--- src/hdl/weat_pkg.sv ---
// Weekly event alarm table: shared types, status and op codes, time helpers.
// No dependencies; imported by the table core.
package weat_pkg;

    localparam logic [1:0] OP_ADD    = 2'd0;
    localparam logic [1:0] OP_DELETE = 2'd1;
    localparam logic [1:0] OP_TICK   = 2'd2;

    localparam logic [2:0] ST_DONE      = 3'd0;
    localparam logic [2:0] ST_PRESENT   = 3'd1;
    localparam logic [2:0] ST_FULL      = 3'd2;
    localparam logic [2:0] ST_INVALID   = 3'd3;
    localparam logic [2:0] ST_NOT_FOUND = 3'd4;

    // Register index of the enable bit (byte address 4 * index)
    localparam logic REG_ENABLE = 1'b0;

    localparam int unsigned MIN_PER_DAY  = 1440;
    localparam int unsigned MIN_PER_HOUR = 60;
    localparam logic [13:0] MIN_PER_WEEK = 14'd10080;
    localparam logic [2:0]  DAY_MAX      = 3'd6;
    localparam logic [4:0]  HOUR_MAX     = 5'd23;
    localparam logic [5:0]  MINUTE_MAX   = 6'd59;

    // One table entry, day in the lowest bits
    typedef struct packed {
        logic       action;
        logic [5:0] minute;
        logic [4:0] hour;
        logic [2:0] day;
    } t_entry;

    typedef enum logic [3:0] {
        S_IDLE   = 4'b0001,
        S_SCAN   = 4'b0010,
        S_SHIFT  = 4'b0100,
        S_FINISH = 4'b1000
    } t_state;

    function automatic logic fields_ok(input logic [2:0] d, input logic [4:0] h,
                                       input logic [5:0] m);
        fields_ok = (d <= DAY_MAX) && (h <= HOUR_MAX) && (m <= MINUTE_MAX);
    endfunction

    // Minute of the week: day * 1440 + hour * 60 + minute
    function automatic logic [13:0] week_min(input logic [2:0] d, input logic [4:0] h,
                                             input logic [5:0] m);
        week_min = 14'(14'(d) * 14'(MIN_PER_DAY)) + 14'(14'(h) * 14'(MIN_PER_HOUR))
                 + 14'(m);
    endfunction

endpackage

--- src/hdl/weat_ram.sv ---
// Generic single-write, single-read RAM with registered read data.
// No dependencies; holds the alarm entries of the table core.
module weat_ram #(
    parameter int WIDTH = 15,
    parameter int DEPTH = 16
) (
    input  logic                                          i_clk,
    input  logic                                          i_we,
    input  logic [((DEPTH > 1) ? $clog2(DEPTH) : 1)-1:0]  i_waddr,
    input  logic [WIDTH-1:0]                              i_wdata,
    input  logic [((DEPTH > 1) ? $clog2(DEPTH) : 1)-1:0]  i_raddr,
    output logic [WIDTH-1:0]                              o_rdata
);

    logic [WIDTH-1:0] r_mem [DEPTH];
    logic [WIDTH-1:0] r_rdata;

    always_ff @(posedge i_clk) begin
        if (i_we) begin
            r_mem[i_waddr] <= i_wdata;
        end
        r_rdata <= r_mem[i_raddr];
    end

    assign o_rdata = r_rdata;

endmodule

--- src/hdl/weekly_event_alarm_table_core.sv ---
// Weekly event alarm table: entry store, add/delete/tick sequencer, APB enable register.
// Depends on weat_pkg and weat_ram.
//
// Usage: items enter on the slave stream (tuser = op, tdata = day/hour/minute/action);
// each item gives exactly one result beat on the master stream. The APB port holds
// one register, enable, at byte address 0.
// Add and delete walk the stored entries once through the RAM read port looking for
// an exact match; a tick walks them once, firing the first entry at the current minute
// and tracking the nearest future entry through one shared subtract/compare unit.
// Invalid, full, unknown-op and disabled-tick items skip the walk and go straight to the finish state.
// A delete that hits then moves the later entries down one per cycle.
// Only one item is in flight: tready is high only while the sequencer is idle.
// The result sits in an output register, so the next item can be accepted while a
// result still waits; the sequencer holds its finished result until that register
// frees up when the receiver stalls.
// Reset clears the entry count, the last-fired mark, enable and the output valid;
// table contents are left as they are and are never read before being rewritten.
module weekly_event_alarm_table_core
    import weat_pkg::*;
#(
    parameter int MAX_ENTRIES = 16
) (
    input  logic        i_clk,
    input  logic        i_rst_n,
    // Input beat
    input  logic        i_s_axis_tvalid,
    output logic        o_s_axis_tready,
    input  logic [15:0] i_s_axis_tdata,   // day[2:0], hour[7:3], minute[13:8], action[14]
    input  logic [1:0]  i_s_axis_tuser,   // op[1:0]
    // Result beat
    output logic        o_m_axis_tvalid,
    input  logic        i_m_axis_tready,
    output logic [31:0] o_m_axis_tdata,   // status[2:0], fired[3], fired_action[4],
                                          // seconds_to_next[24:5], entry_count[29:25]
    // Configuration
    input  logic        psel,
    input  logic        penable,
    input  logic        pwrite,
    input  logic [2:0]  paddr,
    input  logic [31:0] pwdata,
    output logic [31:0] prdata,
    output logic        pready
);

    localparam int IW = (MAX_ENTRIES > 1) ? $clog2(MAX_ENTRIES) : 1;
    localparam int CW = $clog2(MAX_ENTRIES + 1);
    localparam logic [CW-1:0] MAX_CNT = CW'(MAX_ENTRIES);

    // Control state
    t_state          r_state, n_state;
    logic [CW-1:0]   r_count, n_count;
    logic            r_en;
    logic            r_lfv, n_lfv;
    logic [13:0]     r_lft, n_lft;
    logic            r_pv, n_pv;
    logic            r_ovalid, n_ovalid;

    // Per-item working registers
    logic [1:0]      r_op, n_op;
    t_entry          r_ent, n_ent;
    logic [13:0]     r_now, n_now;
    logic [13:0]     r_wrap, n_wrap;
    logic            r_supp, n_supp;
    logic [CW-1:0]   r_idx, n_idx;
    logic [IW-1:0]   r_pidx, n_pidx;
    logic            r_found, n_found;
    logic [CW-1:0]   r_pos, n_pos;
    logic            r_fact, n_fact;
    logic [13:0]     r_best, n_best;
    logic [2:0]      r_status, n_status;
    logic            r_fired, n_fired;
    logic [19:0]     r_secs, n_secs;
    logic [31:0]     r_odata, n_odata;

    // RAM ports
    logic            ram_we;
    logic [IW-1:0]   ram_waddr;
    t_entry          ram_wdata;
    logic [IW-1:0]   ram_raddr;
    t_entry          ram_rdata;

    // Shared unit and helpers
    t_entry          in_ent;
    logic            in_ok;
    logic [13:0]     in_now;
    logic [13:0]     ev;
    logic [13:0]     diff;
    logic            walk_more;
    logic            walk_done;
    logic            s_acc;
    logic            cfg_wr;

    weat_ram #(
        .WIDTH ($bits(t_entry)),
        .DEPTH (MAX_ENTRIES)
    ) u_ram (
        .i_clk   (i_clk),
        .i_we    (ram_we),
        .i_waddr (ram_waddr),
        .i_wdata (ram_wdata),
        .i_raddr (ram_raddr),
        .o_rdata (ram_rdata)
    );

    assign in_ent   = t_entry'(i_s_axis_tdata[14:0]);
    assign in_ok    = fields_ok(in_ent.day, in_ent.hour, in_ent.minute);
    assign in_now   = week_min(in_ent.day, in_ent.hour, in_ent.minute);
    assign s_acc    = i_s_axis_tvalid && o_s_axis_tready;

    assign walk_more = (r_idx < r_count);
    assign walk_done = !walk_more && !r_pv;

    // Distance in minutes from now to the entry just read; same minute wraps a full week
    assign ev   = week_min(ram_rdata.day, ram_rdata.hour, ram_rdata.minute);
    assign diff = (ev > r_now) ? (ev - r_now) : (r_wrap + ev);

    always_comb begin
        n_state  = r_state;
        n_count  = r_count;
        n_lfv    = r_lfv;
        n_lft    = r_lft;
        n_pv     = 1'b0;
        n_ovalid = r_ovalid;
        n_op     = r_op;
        n_ent    = r_ent;
        n_now    = r_now;
        n_wrap   = r_wrap;
        n_supp   = r_supp;
        n_idx    = r_idx;
        n_pidx   = r_pidx;
        n_found  = r_found;
        n_pos    = r_pos;
        n_fact   = r_fact;
        n_best   = r_best;
        n_status = r_status;
        n_fired  = r_fired;
        n_secs   = r_secs;
        n_odata  = r_odata;

        ram_we    = 1'b0;
        ram_waddr = r_pidx - IW'(1);
        ram_wdata = ram_rdata;
        ram_raddr = r_idx[IW-1:0];

        // Drop the result beat once taken
        if (r_ovalid && i_m_axis_tready) begin
            n_ovalid = 1'b0;
        end

        case (r_state)
            S_IDLE: begin
                if (s_acc) begin
                    n_op     = i_s_axis_tuser;
                    n_ent    = in_ent;
                    n_now    = in_now;
                    n_wrap   = MIN_PER_WEEK - in_now;
                    n_supp   = r_lfv && (r_lft == in_now);
                    n_idx    = '0;
                    n_found  = 1'b0;
                    n_pos    = '0;
                    n_fact   = 1'b0;
                    n_best   = MIN_PER_WEEK;
                    n_status = ST_DONE;
                    n_fired  = 1'b0;
                    n_secs   = '0;
                    n_state  = S_FINISH;
                    case (i_s_axis_tuser)
                        OP_ADD: begin
                            if (r_count >= MAX_CNT) begin
                                n_status = ST_FULL;
                            end else if (!in_ok) begin
                                n_status = ST_INVALID;
                            end else begin
                                n_state = S_SCAN;
                            end
                        end
                        OP_DELETE: begin
                            if (!in_ok) begin
                                n_status = ST_INVALID;
                            end else begin
                                n_state = S_SCAN;
                            end
                        end
                        OP_TICK: begin
                            if (!in_ok) begin
                                n_status = ST_INVALID;
                            end else if (r_en) begin
                                n_state = S_SCAN;
                            end
                        end
                        default: begin
                            n_status = ST_INVALID;
                        end
                    endcase
                end
            end

            S_SCAN: begin
                // Issue the next read; evaluate the entry read last cycle
                if (walk_more) begin
                    n_pv   = 1'b1;
                    n_pidx = r_idx[IW-1:0];
                    n_idx  = r_idx + CW'(1);
                end
                if (r_pv) begin
                    if (r_op == OP_TICK) begin
                        if (!r_found && !r_supp && ram_rdata.day == r_ent.day &&
                            ram_rdata.hour == r_ent.hour && ram_rdata.minute == r_ent.minute) begin
                            n_found = 1'b1;
                            n_fact  = ram_rdata.action;
                        end
                        if (diff < r_best) begin
                            n_best = diff;
                        end
                    end else if (!r_found && ram_rdata == r_ent) begin
                        n_found = 1'b1;
                        n_pos   = CW'(r_pidx);
                    end
                end
                if (walk_done) begin
                    n_state = S_FINISH;
                    case (r_op)
                        OP_ADD: begin
                            if (r_found) begin
                                n_status = ST_PRESENT;
                            end else begin
                                ram_we    = 1'b1;
                                ram_waddr = r_count[IW-1:0];
                                ram_wdata = r_ent;
                                n_count   = r_count + CW'(1);
                            end
                        end
                        OP_DELETE: begin
                            if (r_found) begin
                                n_idx   = r_pos + CW'(1);
                                n_state = S_SHIFT;
                            end else begin
                                n_status = ST_NOT_FOUND;
                            end
                        end
                        default: begin
                            if (r_found) begin
                                n_fired = 1'b1;
                                n_lfv   = 1'b1;
                                n_lft   = r_now;
                            end
                            if (r_count != '0) begin
                                // minutes * 60 = minutes * 64 - minutes * 4
                                n_secs = (20'(r_best) << 6) - (20'(r_best) << 2);
                            end
                        end
                    endcase
                end
            end

            S_SHIFT: begin
                // Move entry j down to j - 1 for every entry past the hit
                if (walk_more) begin
                    n_pv   = 1'b1;
                    n_pidx = r_idx[IW-1:0];
                    n_idx  = r_idx + CW'(1);
                end
                if (r_pv) begin
                    ram_we = 1'b1;
                end
                if (walk_done) begin
                    n_count = r_count - CW'(1);
                    n_state = S_FINISH;
                end
            end

            S_FINISH: begin
                // Hold until the output register is free
                if (!r_ovalid || i_m_axis_tready) begin
                    n_odata  = {2'b00, 5'(r_count), r_secs, r_fact & r_fired, r_fired,
                                r_status};
                    n_ovalid = 1'b1;
                    n_state  = S_IDLE;
                end
            end

            default: begin
                n_state = S_IDLE;
            end
        endcase
    end

    assign cfg_wr = psel && penable && pwrite && pready;

    always_ff @(posedge i_clk) begin
        if (!i_rst_n) begin
            r_state  <= S_IDLE;
            r_count  <= '0;
            r_en     <= 1'b0;
            r_lfv    <= 1'b0;
            r_lft    <= '0;
            r_pv     <= 1'b0;
            r_ovalid <= 1'b0;
        end else begin
            r_state  <= n_state;
            r_count  <= n_count;
            r_lfv    <= n_lfv;
            r_lft    <= n_lft;
            r_pv     <= n_pv;
            r_ovalid <= n_ovalid;
            if (cfg_wr && paddr[2] == REG_ENABLE) begin
                r_en <= pwdata[0];
            end
        end
    end

    always_ff @(posedge i_clk) begin
        r_op     <= n_op;
        r_ent    <= n_ent;
        r_now    <= n_now;
        r_wrap   <= n_wrap;
        r_supp   <= n_supp;
        r_idx    <= n_idx;
        r_pidx   <= n_pidx;
        r_found  <= n_found;
        r_pos    <= n_pos;
        r_fact   <= n_fact;
        r_best   <= n_best;
        r_status <= n_status;
        r_fired  <= n_fired;
        r_secs   <= n_secs;
        r_odata  <= n_odata;
    end

    assign o_s_axis_tready = (r_state == S_IDLE);
    assign o_m_axis_tvalid = r_ovalid;
    assign o_m_axis_tdata  = r_odata;
    assign pready          = 1'b1;
    assign prdata          = (paddr[2] == REG_ENABLE) ? {31'd0, r_en} : 32'd0;

    // The table never holds more entries than it has room for
    a_count_bound: assert property (@(posedge i_clk) disable iff (!i_rst_n)
        r_count <= MAX_CNT)
        else $error("entry count exceeds table size");

    // One item in flight: no accept in the cycle after an accept
    a_one_in_flight: assert property (@(posedge i_clk) disable iff (!i_rst_n)
        s_acc |=> !o_s_axis_tready)
        else $error("input accepted while item in flight");

    // A fired result always carries done status
    a_fire_status: assert property (@(posedge i_clk) disable iff (!i_rst_n)
        (o_m_axis_tvalid && o_m_axis_tdata[3]) |-> (o_m_axis_tdata[2:0] == ST_DONE))
        else $error("fired result without done status");

    // Seconds to next never exceed one week
    a_secs_bound: assert property (@(posedge i_clk) disable iff (!i_rst_n)
        o_m_axis_tvalid |-> (o_m_axis_tdata[24:5] <= 20'd604800))
        else $error("seconds_to_next beyond one week");

    // A fire marks the minute so the same minute cannot fire again
    a_fire_marks: assert property (@(posedge i_clk) disable iff (!i_rst_n)
        (r_state == S_SCAN && walk_done && r_op == OP_TICK && r_found) |=>
        (r_lfv && r_lft == r_now))
        else $error("fire did not record last-fired time");

endmodule
--- config.mk ---
export PLATFORM = sky130hd
export DESIGN_NAME = weekly_event_alarm_table_core
export DESIGN_NICKNAME = d
export VERILOG_FILES = /design/src/hdl/weat_pkg.sv /design/src/hdl/weat_ram.sv /design/src/hdl/weekly_event_alarm_table_core.sv
export SDC_FILE = /design/constraint.sdc
export NUM_CORES = 1
export LEC_CHECK = 0
export BUFFER_PORTS_ARGS = -buffer_cell sky130_fd_sc_hd__buf_4
export CAP_MARGIN = 15
export CORE_UTILIZATION = 61
export DETAILED_ROUTE_END_ITERATION = 12
export GPL_TIMING_DRIVEN = 0
export PLACE_DENSITY = 0.8
export SLEW_MARGIN = 20
export SYNTH_ARGS = -nofsm -noshare
export SYNTH_HDL_FRONTEND = slang
export SYNTH_HIERARCHICAL = 1
export SYNTH_SLANG_ARGS = --single-unit
--- constraint.sdc ---
create_clock -name i_clk -period 8.3 [get_ports i_clk]
set_clock_uncertainty 0.05 [all_clocks]
set_input_delay 1.245 -clock i_clk [delete_from_list [all_inputs] [get_ports i_clk]]
set_output_delay 1.245 -clock i_clk [all_outputs]
set_load 0.005 [all_outputs]
==> reports/metrics.cfg <==
[worst_setup_path]
crit_slowest_cell=fa_1
worstPathArrival_ps=8020
worst_setup_path_end_kind=flip-flop
crit_top_cell=ha_1
worstSetupStartpointType=flip-flop
required_ps=8500
path_class=reg -> reg
critPathMaxFanout=10
reg2reg_slack_ps=480
max_stage_delay_ps=530

[global_routing]
grt_most_used_layer=met2
use_met3_pct=4.34
grt_max_degree=29
grt_use_met2_pct=42.0
grt_pass1_wl_microns=69400
overflow=0
first_global_vias=12683
grt_use_total_pct=25.8
antenna_found_initial=0
gr-usage-met1_pct=35.6

[timing]
finalHoldViolations=0
finalCritPeriodShare_pct=94.2
finalCriticalPeriod_ps=7820
max_freq_mhz=128
holdWs_ps=367
slew_headroom_pct=30.9
slew_violations=0
rsz0062_at_grt=no
finalSetupViolCount=0
worstMarginPinSlew_ps=1040

[synth]
ys_warn_count=6
synth_area_sq_um=20800
ys_seq_elements=404
ys_seq_area_share_pct=56.2
yosysTopAreaCellShare_pct=52.2
yosysTopAreaCell=edfxtp_1
syn_inst=1533
synth_enable_flop_cells=362
synth_flop_cell=edfxtp_1
synth.distinct_cells=80
avgSynthCellArea_sq_um=13.6
async_flop_share_pct=0
yosys-top-cells-area=edfxtp_1 52%, ha_1 8.5%, mux4_2 4.8%

[cells_and_area]
fillers=2167
final_util_pct=69.9
postLayoutCellArea_sq_um=23500
nets=1905
area_growth_pct=12.6
diodes=0
layout-drive-gt1-share_pct=16.0

[routing]
avgRoutedWirePerCell_microns=20.6
drt_iter0_drc=1169
drt_wl_total_microns=44400
post-route-drc-count=0
vias_per_cell=6.01
firstDrtPassIters=5
vias=12973
ant_nets=0

[placement]
hpwlAfterDp_microns=31600
port_buffers=56
gp_congestion=0.909
post_dp_cell_area_sq_um=22200

[clocking]
clkTransAtPathRegs_ps=60
hold_buffers=0
cts-root-buf=clkbuf_16
cts_made_buffers=40
cts_sinks=404
cts-htree-levels=2
clock_latency_ps=550
clk_path_buf_depth=3
cts_tree=done

[die]
die_width_microns=187
row_count=67
io_pins=127
core_area_sq_um=33500
start_util_pct=62.1
dieArea_sq_um=34900
chipHeight_microns=187

[worst_hold_path]
hold_path_class=reg -> reg

[status]
outcome=complete, no violations

[flow_run]
max_cap_violations=0

synth_stat cells, types with 15 or more instances:
library cell  count
inv_1           115
nor2b_1          15
a22oi_1          31
buf_4            39
xor2_1           37
a21oi_1          93
nand3_1          15
a21o_1           26
edfxtp_1        362
ha_1            142
o21ai_0          40
fa_1             23
mux2_2           16
nor3_1           24
mux4_2           44
dfxtp_1          42
clkbuf_1         18
nand2b_1         16
xnor2_1          75
mux4_1           16
nor2_1           80
nand2_1          84
kinds of logic (layout without fill, tap and decap cells):
| group | count (synthesis) | in the layout | synth area share (%) |
|---|---|---|---|
| other | 2 | 36 | 0.0361 |
| buffers and inverters | 188 | 333 | 4.36 |
| AOI/OAI and AO/OA | 272 | 272 | 8.45 |
| muxes | 91 | 91 | 8.38 |
| xor gates and xnor gates | 114 | 114 | 4.87 |
| DFF | 404 | 404 | 56.2 |
| and+or+nand+nor | 297 | 297 | 6.93 |
| adders and majority gates | 165 | 165 | 10.7 |
repair_timing:
| action | 4_1_cts | 5_1_grt |
|---|---|---|
| buffers inserted | 0 | 1 |
| resized for setup | 1 | 5 |
| endpoints found under the setup margin | 9 | 14 |
| pin swaps | 0 | 1 |
| gates cloned | 0 | 0 |
state kept, by name, indices dropped and copies added, names as in the netlist, 12 cells and up:
register,count
r_wrap,13
r_best,14
r_ent,15
r_now,12
o_m_axis_tdata,28
r_lft,14
u_ram/r_mem,240
r_secs,18
u_ram/o_rdata,15
worst paths after layout:
path | endpoint | from | cells past startpoint
worst max-delay path | r_best[13] | u_ram/o_rdata[4] | 33
worst max register to register | r_best[13] | u_ram/o_rdata[4] | 33
worst min register to register | o_m_axis_tdata[10] | r_secs[5] | 0
worst min-delay path | o_m_axis_tdata[10] | r_secs[5] | 0
placed cells by master, fill, tap and decap left out, types with 14 or more instances in the layout:
cell type	instances
dfxtp_1	39
nor2b_1	14
mux4_1	16
ha_1	142
edfxtp_1	362
o21a_1	14
conb_1	36
nand3_1	15
a21oi_1	93
clkbuf_1	32
fa_1	23
nor3_1	20
xor2_1	37
o21ai_0	38
xnor2_1	75
a21o_1	26
a22oi_1	31
nand2b_1	16
mux2_2	16
buf_4	102
mux4_2	44
and2_1	14
nor2_1	68
nand2_1	84
inv_1	114
clkbuf_16	41
final cells by class:
type | count | area [sq um] | share of cell area, %
sequential | 404 | 11700 | 49.9
multi-input combinational | 975 | 8410 | 35.9
clock buffer | 58 | 1120 | 4.77
timing repair buffer | 71 | 606 | 2.58
tap | 448 | 561 | 2.39
buffer | 71 | 468 | 2.00
inverter | 117 | 439 | 1.87
clock inverter | 16 | 138 | 0.587
worst max-delay path: cells and delay by family, from the launching register on:
kind	cells	cell delay, ps
AO/OA/AOI/OAI	11	1770
XOR/XNOR	2	410
adder cells (fa/ha/maj)	7	2570
buffers and inverters	7	920
flip-flops	1	440
multiplexers	1	290
AND/OR/NAND/NOR	5	1040
per-layer routing:
layer,vias up,part of all wire [%]
li1,5932,-
met5,-,0
met3,84,8.6
met2,648,48
met4,0,2.7
met1,6309,41
through the flow:
stage | TNS [ps] | cells | setup slack (ps)
after global placement | -10040 | 2071 | -718
after global routing | 0 | 2160 | 64.2
final | 0 | 2160 | 482
after detailed placement | -513 | 2085 | -57.3
after floorplan | 0 | 1567 | 582
after CTS | 0 | 2159 | 49.2
Power is not shown: default switching activity piles up to over one toggle a cycle in this logic, so the estimate is an artifact.
